**src/hw/rtl/sn83_pkg.sv**
```systemverilog
// shared types, constants and helpers for the 8.3 short name encoder
package sn83_pkg;

   localparam logic [7:0] CHAR_DOT   = 8'h2E;
   localparam logic [7:0] CHAR_SPACE = 8'h20;
   localparam logic [7:0] CHAR_TILDE = 8'h7E;
   localparam logic [7:0] CHAR_ONE   = 8'h31;
   localparam logic [7:0] CHAR_LOW_A = 8'h61;
   localparam logic [7:0] CHAR_LOW_Z = 8'h7A;
   localparam logic [7:0] CASE_DELTA = 8'd32;

   localparam int BASE_DEPTH = 8;
   localparam int EXT_DEPTH  = 3;
   localparam int SHORT_LEN  = 11;
   localparam int TAIL_KEEP  = 6;

   localparam logic [3:0] POS_TILDE    = 4'd6;
   localparam logic [3:0] POS_EXT_BASE = 4'd8;
   localparam logic [3:0] POS_FINAL    = 4'(SHORT_LEN - 1);

   typedef struct packed {
      logic [7:0] name_char;
      logic       last_char;
   } req_beat_type;

   typedef struct packed {
      logic [7:0] out_char;
      logic [3:0] out_pos;
      logic       out_last;
   } rsp_beat_type;

   typedef struct packed {
      logic load;
      logic step;
      logic clear;
   } sn83_cmd_type;

   typedef struct packed {
      logic pos_final;
   } sn83_status_type;

   function automatic logic [7:0] to_upper(input logic [7:0] c);
      logic [7:0] r;
      r = c;
      if (c >= CHAR_LOW_A && c <= CHAR_LOW_Z) begin
         r = c - CASE_DELTA;
      end
      return r;
   endfunction

endpackage

```
**src/hw/rtl/sn83_ctrl.sv**
```systemverilog
// controller: collects name beats, then sequences the eleven output beats
module sn83_ctrl (
   input  logic                      clock,
   input  logic                      reset,
   input  logic                      req_valid,
   input  logic                      req_last,
   output logic                      req_stall,
   output logic                      rsp_valid,
   input  logic                      rsp_stall,
   input  sn83_pkg::sn83_status_type status,
   output sn83_pkg::sn83_cmd_type    cmd
);
   import sn83_pkg::*;

   typedef enum logic {
      ST_COLLECT,
      ST_EMIT
   } state_type;

   state_type state_ff;
   state_type state_in;

   always_comb begin
      req_stall = (state_ff != ST_COLLECT);
      rsp_valid = (state_ff == ST_EMIT);
      cmd.load  = req_valid && !req_stall;
      cmd.step  = rsp_valid && !rsp_stall;
      cmd.clear = cmd.step && status.pos_final;
      state_in  = state_ff;
      case (state_ff)
         ST_COLLECT: begin
            if (cmd.load && req_last) begin
               state_in = ST_EMIT;
            end
         end
         ST_EMIT: begin
            if (cmd.clear) begin
               state_in = ST_COLLECT;
            end
         end
         default: begin
            state_in = ST_COLLECT;
         end
      endcase
   end

   always_ff @(posedge clock) begin
      if (reset) begin
         state_ff <= ST_COLLECT;
      end else begin
         state_ff <= state_in;
      end
   end

endmodule

```
**src/hw/rtl/sn83_datapath.sv**
```systemverilog
// datapath: name byte storage, dot tracking and output byte selection
module sn83_datapath #(
   parameter int LENGTH_LIMIT = 255
) (
   input  logic                      clock,
   input  logic                      reset,
   input  sn83_pkg::sn83_cmd_type    cmd,
   input  sn83_pkg::req_beat_type    req_data,
   output sn83_pkg::rsp_beat_type    rsp_data,
   output sn83_pkg::sn83_status_type status
);
   import sn83_pkg::*;

   localparam int LEN_W = $clog2(LENGTH_LIMIT + 1);

   logic [7:0]       base_ff [BASE_DEPTH];
   logic [7:0]       ext_ff  [EXT_DEPTH];
   logic [1:0]       ext_count_ff;
   logic [1:0]       ext_count_in;
   logic [LEN_W-1:0] length_ff;
   logic [LEN_W-1:0] length_in;
   logic             dot_seen_ff;
   logic             dot_seen_in;
   logic [LEN_W-1:0] dot_pos_ff;
   logic [LEN_W-1:0] dot_pos_in;
   logic [3:0]       pos_ff;
   logic [3:0]       pos_in;

   logic [7:0]       up_char;
   logic             is_dot;
   logic             base_wr;
   logic             ext_wr;
   logic [LEN_W-1:0] base_len;
   logic             base_long;
   logic [1:0]       ext_idx;
   logic [7:0]       out_char;

   assign up_char = to_upper(req_data.name_char);
   assign is_dot  = (req_data.name_char == CHAR_DOT);
   assign base_wr = cmd.load && (length_ff < LEN_W'(BASE_DEPTH));
   assign ext_wr  = cmd.load && !is_dot && dot_seen_ff && (ext_count_ff < 2'(EXT_DEPTH));

   always_comb begin
      ext_count_in = ext_count_ff;
      length_in    = length_ff;
      dot_seen_in  = dot_seen_ff;
      dot_pos_in   = dot_pos_ff;
      pos_in       = pos_ff;
      if (cmd.load) begin
         if (is_dot) begin
            dot_seen_in  = 1'b1;
            dot_pos_in   = length_ff;
            ext_count_in = '0;
         end else if (ext_wr) begin
            ext_count_in = ext_count_ff + 2'd1;
         end
         if (length_ff < LEN_W'(LENGTH_LIMIT)) begin
            length_in = length_ff + LEN_W'(1);
         end
      end
      if (cmd.step) begin
         pos_in = status.pos_final ? 4'd0 : pos_ff + 4'd1;
      end
      if (cmd.clear) begin
         ext_count_in = '0;
         length_in    = '0;
         dot_seen_in  = 1'b0;
         dot_pos_in   = '0;
      end
   end

   always_ff @(posedge clock) begin
      if (reset) begin
         ext_count_ff <= '0;
         length_ff    <= '0;
         dot_seen_ff  <= 1'b0;
         dot_pos_ff   <= '0;
         pos_ff       <= '0;
      end else begin
         ext_count_ff <= ext_count_in;
         length_ff    <= length_in;
         dot_seen_ff  <= dot_seen_in;
         dot_pos_ff   <= dot_pos_in;
         pos_ff       <= pos_in;
      end
   end

   always_ff @(posedge clock) begin
      if (base_wr) begin
         base_ff[length_ff[2:0]] <= up_char;
      end
      if (ext_wr) begin
         ext_ff[ext_count_ff] <= up_char;
      end
   end

   // output byte for the current position
   always_comb begin
      base_len  = dot_seen_ff ? dot_pos_ff : length_ff;
      base_long = (base_len > LEN_W'(BASE_DEPTH));
      ext_idx   = 2'(pos_ff - POS_EXT_BASE);
      out_char  = CHAR_SPACE;
      if (pos_ff < POS_EXT_BASE) begin
         if (base_long) begin
            if (pos_ff < 4'(TAIL_KEEP)) begin
               out_char = base_ff[pos_ff[2:0]];
            end else if (pos_ff == POS_TILDE) begin
               out_char = CHAR_TILDE;
            end else begin
               out_char = CHAR_ONE;
            end
         end else if (LEN_W'(pos_ff) < base_len) begin
            out_char = base_ff[pos_ff[2:0]];
         end
      end else if (dot_seen_ff && (ext_idx < ext_count_ff)) begin
         out_char = ext_ff[ext_idx];
      end
   end

   assign status.pos_final  = (pos_ff == POS_FINAL);
   assign rsp_data.out_char = out_char;
   assign rsp_data.out_pos  = pos_ff;
   assign rsp_data.out_last = status.pos_final;

endmodule

```
**src/hw/rtl/short_name_8_3_encoder.sv**
```systemverilog
// top level of the 8.3 short name encoder
// Usage:
//   req channel: one file name byte per beat (req_data.name_char), with
//   req_data.last_char set on the final byte of the name.
//   rsp channel: after the final byte, eleven beats carry the short name,
//   out_pos 0..7 for the base and 8..10 for the extension, out_last on the
//   eleventh beat.
// Timing:
//   the block takes one name byte per cycle while collecting.
//   the final byte is followed by eleven output beats, one per cycle while
//   rsp_stall is low, the first visible the cycle after the final byte.
//   req_stall is high while the short name is being sent.
// Reset: returns to collecting, with an empty name and no output pending.
// Stall: a stalled output beat holds its payload until taken; nothing is
//   accepted on req until the eleventh beat is taken.
module short_name_8_3_encoder #(
   parameter int LENGTH_LIMIT = 255
) (
   input  logic                   clock,
   input  logic                   reset,
   input  logic                   req_valid,
   output logic                   req_stall,
   input  sn83_pkg::req_beat_type req_data,
   output logic                   rsp_valid,
   input  logic                   rsp_stall,
   output sn83_pkg::rsp_beat_type rsp_data
);
   import sn83_pkg::*;

   sn83_cmd_type    cmd;
   sn83_status_type status;

   sn83_ctrl u_ctrl (
      .clock     (clock),
      .reset     (reset),
      .req_valid (req_valid),
      .req_last  (req_data.last_char),
      .req_stall (req_stall),
      .rsp_valid (rsp_valid),
      .rsp_stall (rsp_stall),
      .status    (status),
      .cmd       (cmd)
   );

   sn83_datapath #(
      .LENGTH_LIMIT (LENGTH_LIMIT)
   ) u_datapath (
      .clock    (clock),
      .reset    (reset),
      .cmd      (cmd),
      .req_data (req_data),
      .rsp_data (rsp_data),
      .status   (status)
   );

endmodule
```
**config.mk**
```make
export PLATFORM = sky130hd
export DESIGN_NAME = short_name_8_3_encoder
export DESIGN_NICKNAME = d
export VERILOG_FILES = /design/src/hw/rtl/sn83_pkg.sv /design/src/hw/rtl/sn83_ctrl.sv /design/src/hw/rtl/sn83_datapath.sv /design/src/hw/rtl/short_name_8_3_encoder.sv
export SDC_FILE = /design/constraint.sdc
export NUM_CORES = 1
export LEC_CHECK = 0
export BUFFER_PORTS_ARGS = -buffer_cell sky130_fd_sc_hd__buf_4
export CORE_MARGIN = 8
export CORE_UTILIZATION = 60
export DETAILED_ROUTE_END_ITERATION = 8
export PLACE_DENSITY = 0.77
export SYNTH_ARGS = -nofsm -noshare
export SYNTH_HDL_FRONTEND = slang
export SYNTH_SLANG_ARGS = --single-unit
```
**constraint.sdc**
```tcl
create_clock -name clock -period 3 [get_ports clock]
set_input_delay 0.9 -clock clock [delete_from_list [all_inputs] [get_ports clock]]
set_output_delay 0.9 -clock clock [all_outputs]
set_load 0.01 [all_outputs]
```
# Yosys cells after proc, flatten, opt, wreduce, memory -nomap -nowiden
# Memories as Yosys holds them, arrays and structs flattened. A register that Yosys moved wholly into a read port is not among the register bits.
# Index checks and enable logic that the tools add are counted.
# word_totals
in_bits,13
regBits,24
ram_bits,88
output_inout_bits,15
mem_count,2
word_cells,65
# op_classes
bitwise_logic,1
reduce_logical,18
n_mux,20
eq_ne,3
order_cmp,10
addsub,5
# mem_list
memory,words,word_bits,read_ports,rd_ports_with_merged_regs,wr,line_no,source
u_datapath.base_ff,8,8,1,1,1,sn83_datapath.sv:16,logic [7:0] base_ff [BASE_DEPTH];
u_datapath.ext_ff,3,8,1,0,1,sn83_datapath.sv:17,logic [7:0] ext_ff [EXT_DEPTH];
# ops
op,count
2-to-1 mux 8 bit,7
logical AND 1 bit,10
adder 8 x 1 -> 8 bit (second input constant),1
equality test 8 x 6 -> 1 bit (second input constant),1
>= comparator 8 x 7 -> 1 bit (second input constant),1
greater-than comparator 8 x 4 -> 1 bit (second input constant),1
less-or-equal comparator 8 x 7 -> 1 bit (second input constant),1
< comparator 4 x 8 -> 1 bit,1
< comparator 8 x 4 -> 1 bit (second input constant),1
< comparator 8 bit (second input constant),1
subtractor 8 x 6 -> 8 bit (second input constant),1
2-to-1 mux 7 bit,1
2-to-1 mux 1 bit,6
2-to-1 mux 3 bit,2
AND reduction 2 bit,3
adder 4 x 1 -> 4 bit (second input constant),1
equality test 4 x 3 -> 1 bit (second input constant),1
equality test 4 bit (second input constant),1
< comparator 4 x 3 -> 1 bit (second input constant),1
< comparator 4 bit (second input constant),1
2-to-1 mux 2 bit,2
2-to-1 mux 4 bit,1
zero test 1 bit,3
adder 2 x 1 -> 2 bit (second input constant),1
other kinds (7),7

# Logic depth before layout (Yosys ltp)
# logic_depth
depth_word,7
mapped_depth,8
depth_no_buf,7

# Modules after synthesis
# From an unflattened synthesis, not the netlist that was laid out.
# hier_totals
cells_unflattened,357
hier_area_um2,4949.7
# by_module_without_submodules
mod,seq_area_each_um2,cells_per_inst,area_each_um2,instances
sn83_datapath,3163.0,350,4877.2,1
sn83_ctrl,20.0,7,72.6,1

# Worst setup path after synthesis
# Ideal clock, no wire load.
# synth_path
path_kind,register to output
start,reg u_datapath.length_ff[2]
end,out rsp_data[12] (netlist bit)
required_ps,2100
t_arrival_ps,1886
n_path_buf,1
path_slack_ps,214
stages_incl_launch_ff,9
path_cell_list,dfxtp_1 buf_1 mux2i_1 ha_1 o21a_1 o311ai_0 a22oi_1 or2_1 o32ai_2
# synth_lines
item,line_no,source
from (decl),sn83_datapath.sv:20,logic [LEN_W-1:0] length_ff;
from (signal assigned),sn83_datapath.sv:81,length_ff <= length_in;
to (decl),short_name_8_3_encoder.sv:26,output sn83_pkg::rsp_beat_type rsp_data

==> results.json <==
{
  "syn_inst": 342,
  "vias_per_cell": 6.07,
  "power_mw": 4.04,
  "antennaDiodeCount": 0,
  "min_period_ns": 3.38,
  "worstReg2RegStart": "u_datapath.dot_seen_ff",
  "cts_inserted_buffers": 17,
  "fmax_mhz": 295,
  "track_usage": 0.208,
  "p_sw_mw": 0.944,
  "fillers": 454,
  "ir_drop_uv": 706,
  "r2r_cells": 6,
  "power_frac_comb": 0.074,
  "endpoint_kind": "primary output",
  "synth-seq-area-share": 0.638,
  "max_cap_violations": 0,
  "place_area_um2": 5400,
  "drc": 0,
  "synth_warnings": 0,
  "dp_cells": 480,
  "worstMarginPinSlew_ns": 0.919,
  "final_cells": 519,
  "core_um2": 8130,
  "final_hold_viol_count": 0,
  "drive_gt1_frac": 0.300,
  "htree_levels": 4,
  "setup_tns_ns": -2.61,
  "cts_buffer_depth": 2,
  "drt_iter0_drc": 401,
  "grt_pass1_vias": 3105,
  "crit_type": "register to primary output",
  "clock_latency_ns": 0.52,
  "multi_input_area_um2": 1750,
  "yosys.area.top_type": "edfxtp_1",
  "routed-via-count": 3151,
  "leakage_nw": 2.27,
  "start_util": 0.613,
  "yosys-top-cells-area": "edfxtp_1 (53%), dfxtp_1 (11%), mux4_1 (5.3%), mux2i_1 (5.0%), nor2_1 (3.1%)",
  "ff_latch_area_um2": 3190,
  "synth_cell_types": 53,
  "rsz0062_at_grt": "true",
  "portBuffers": 27,
  "dr.pass1.iters": 5,
  "worstPathArrival_ns": 2.48,
  "die_w_um": 107,
  "power_density_nw_per_um2": 655,
  "ioPinCount": 28,
  "p_sw_frac": 0.234,
  "grt_max_degree": 22,
  "async_flop_share": 0,
  "synthesis.area_um2": 4990,
  "ys_seq_elements": 115,
  "hp-class": "register to register",
  "holdBufCountCts": 0,
  "p_int_mw": 3.09,
  "slew_violations": 0,
  "grt_first_pass_wirelength_um": 17500,
  "status": "finished, violations left",
  "min_path_cells": 2,
  "avgRoutedWirePerCell_um": 21.9,
  "setup_violations": 8,
  "gp_congestion": 0.854,
  "worstPathMaxFanout": 4,
  "die_h_um": 107,
  "place_ws_ns": 0.00778,
  "area_growth_pct": 23.4,
  "required_ns": 2.10,
  "clkTransAtPathRegs_ns": 0.06,
  "overflow": 0,
  "cts_sinks": 115,
  "syn_area_per_cell_um2": 14.6,
  "hp-start": "u_datapath.dot_pos_ff[4]",
  "synth.top_cell.area_share": 0.530,
  "setup_slack_ns": -0.384,
  "fin_skew_ns": 0.00631,
  "wl_um": 11400,
  "pwr-share-clk": 0.488,
  "relSlewSlack": 0.384,
  "synth-edff-count": 88,
  "r2r_setup_slack_ns": 0.86,
  "violations": "setup timing",
  "hpwl_um": 6580,
  "ys.flop_type": "edfxtp_1",
  "stdcell_area_um2": 6160,
  "seqPwrFrac": 0.437,
  "row_count": 33,
  "cp-start-kind": "register",
  "fp.dieArea_um2": 11500,
  "ctsRootBufferMaster": "clkbuf_8",
  "r2r-end": "u_datapath.ext_ff[1][0]",
  "cts_tree": "built",
  "syn_nets": 365,
  "fin_crit_sh": 1.13,
  "hold_path_end": "u_datapath.dot_pos_ff[4]",
  "ant_nets": 0,
  "antenna_found_initial": 0,
  "nets": 424
}
-- sequential cells by signal, summed over array words and instances (netlist names), named ones only --
signal                   flops
u_ctrl.req_stall             1
u_datapath.dot_seen_ff       1
u_datapath.ext_ff           24
u_datapath.dot_pos_ff        8
u_datapath.base_ff          64
u_datapath.ext_count_ff      2
u_datapath.pos_ff            4
u_datapath.length_ff         8
-- cells by family (layout without fill, tap and decap cells) --
group / Yosys count / count (layout) / synth area share
buf+inv: 26 / 98 / 0.0303
mux: 46 / 46 / 0.142
fa+ha+maj: 10 / 10 / 0.0251
simple gates: 95 / 95 / 0.0943
flops: 115 / 115 / 0.638
compound gates: 42 / 42 / 0.0564
xor+xnor: 8 / 8 / 0.0140
-- worst max-delay path, cell delays in order, from the launching register on --
cell      delay (ns)
dfxtp_4         0.37
buf_4           0.13
buf_4           0.12
nor3b_2         0.18
o211ai_1        0.13
buf_4           0.18
a22oi_2         0.29
buf_4           0.16
nor2_1          0.05
a31o_2          0.21
buf_4           0.14
-- power by group through the flow --
stage               Sequential, mW  Clock [mW]  Combinational, mW
floorplan                     1.79           0              0.161
global placement              1.79           0              0.257
detailed placement            1.79           0              0.264
CTS                           1.76        1.99              0.294
global route                  1.77        2.08              0.318
finish                        1.77        1.97              0.300
-- cells in the final DEF (no fill, tap or decap), types with 3 or more instances in the layout --
master      n
dfxtp_1    24
a211o_1     3
nand2_1    12
mux2i_1    22
ha_1        8
clkbuf_16  16
inv_1       7
xor2_1      5
mux4_2      8
nor3_1      4
buf_4      56
a21oi_1    13
mux4_1      8
and2_1      3
nor2_1     41
nand3_1     4
nand2b_1    4
mux2_2      4
inv_6       7
xnor2_1     3
nand4_1     3
edfxtp_1   88
nor2b_1     5
o21ai_0     6
-- layout make-up --
cell class	count	area share
clock buffer	18	0.0679
clock inverter	14	0.0268
sequential	115	0.518
inverter	7	0.00427
timing repair buffer	59	0.0778
multi-input combinational	201	0.284
tap	105	0.0213
-- through the flow --
step | hold WS [ns] | utilization
2_1_floorplan | 0.464 | -
3_3_place_gp | 0.476 | 0.664
3_5_place_dp | 0.493 | 0.664
4_1_cts | 0.511 | 0.749
5_1_grt | 0.561 | 0.757
6_report | 0.513 | 0.757
-- cell usage after synthesis, drive strengths merged (2+ instances only) --
cell,count
and2,3
nand3,4
nand4,3
nand2b,4
mux2,5
and4,2
mux4,16
xor2,5
buf,15
o22ai,2
nand3b,2
o21ai,6
a21o,2
and3,2
clkbuf,4
inv,7
nand4b,2
mux2i,25
nor2b,5
ha,10
nor3,6
a32oi,2
dfxtp,27
a31o,2
a21oi,15
or3,2
nor3b,3
edfxtp,88
xnor2,3
nand2,12
a211o,3
nor2,41
-- layer usage --
| metal | vias to the layer above | global-route usage | routed length, um |
|---|---|---|---|
| li1 | 1435 | - | - |
| met5 | - | 0 | 0 |
| met1 | 1550 | 0.250 | 4440 |
| met3 | 31 | 0.0606 | 687 |
| met2 | 135 | 0.343 | 6000 |
| met4 | 0 | 0.0834 | 253 |
-- worst max-delay path by stage --
stage	startpoint	endpoint	cells after the start
6_report	u_datapath.dot_seen_ff	rsp_data[8]	10
5_1_grt	u_datapath.dot_seen_ff	rsp_data[8]	10
4_1_cts	u_datapath.dot_seen_ff	rsp_data[12]	8
3_5_place_dp	u_datapath.dot_seen_ff	rsp_data[12]	8
3_3_place_gp	u_datapath.dot_seen_ff	rsp_data[12]	8
2_1_floorplan	u_datapath.length_ff[2]	rsp_data[12]	8
-- what timing repair did --
item,CTS,global route
cloned,1,0
endpoints found under the setup margin,8,8
pin swaps,9,9
buffers inserted,6,2
resized for setup,18,11
Power figures use the tool's default switching activity.
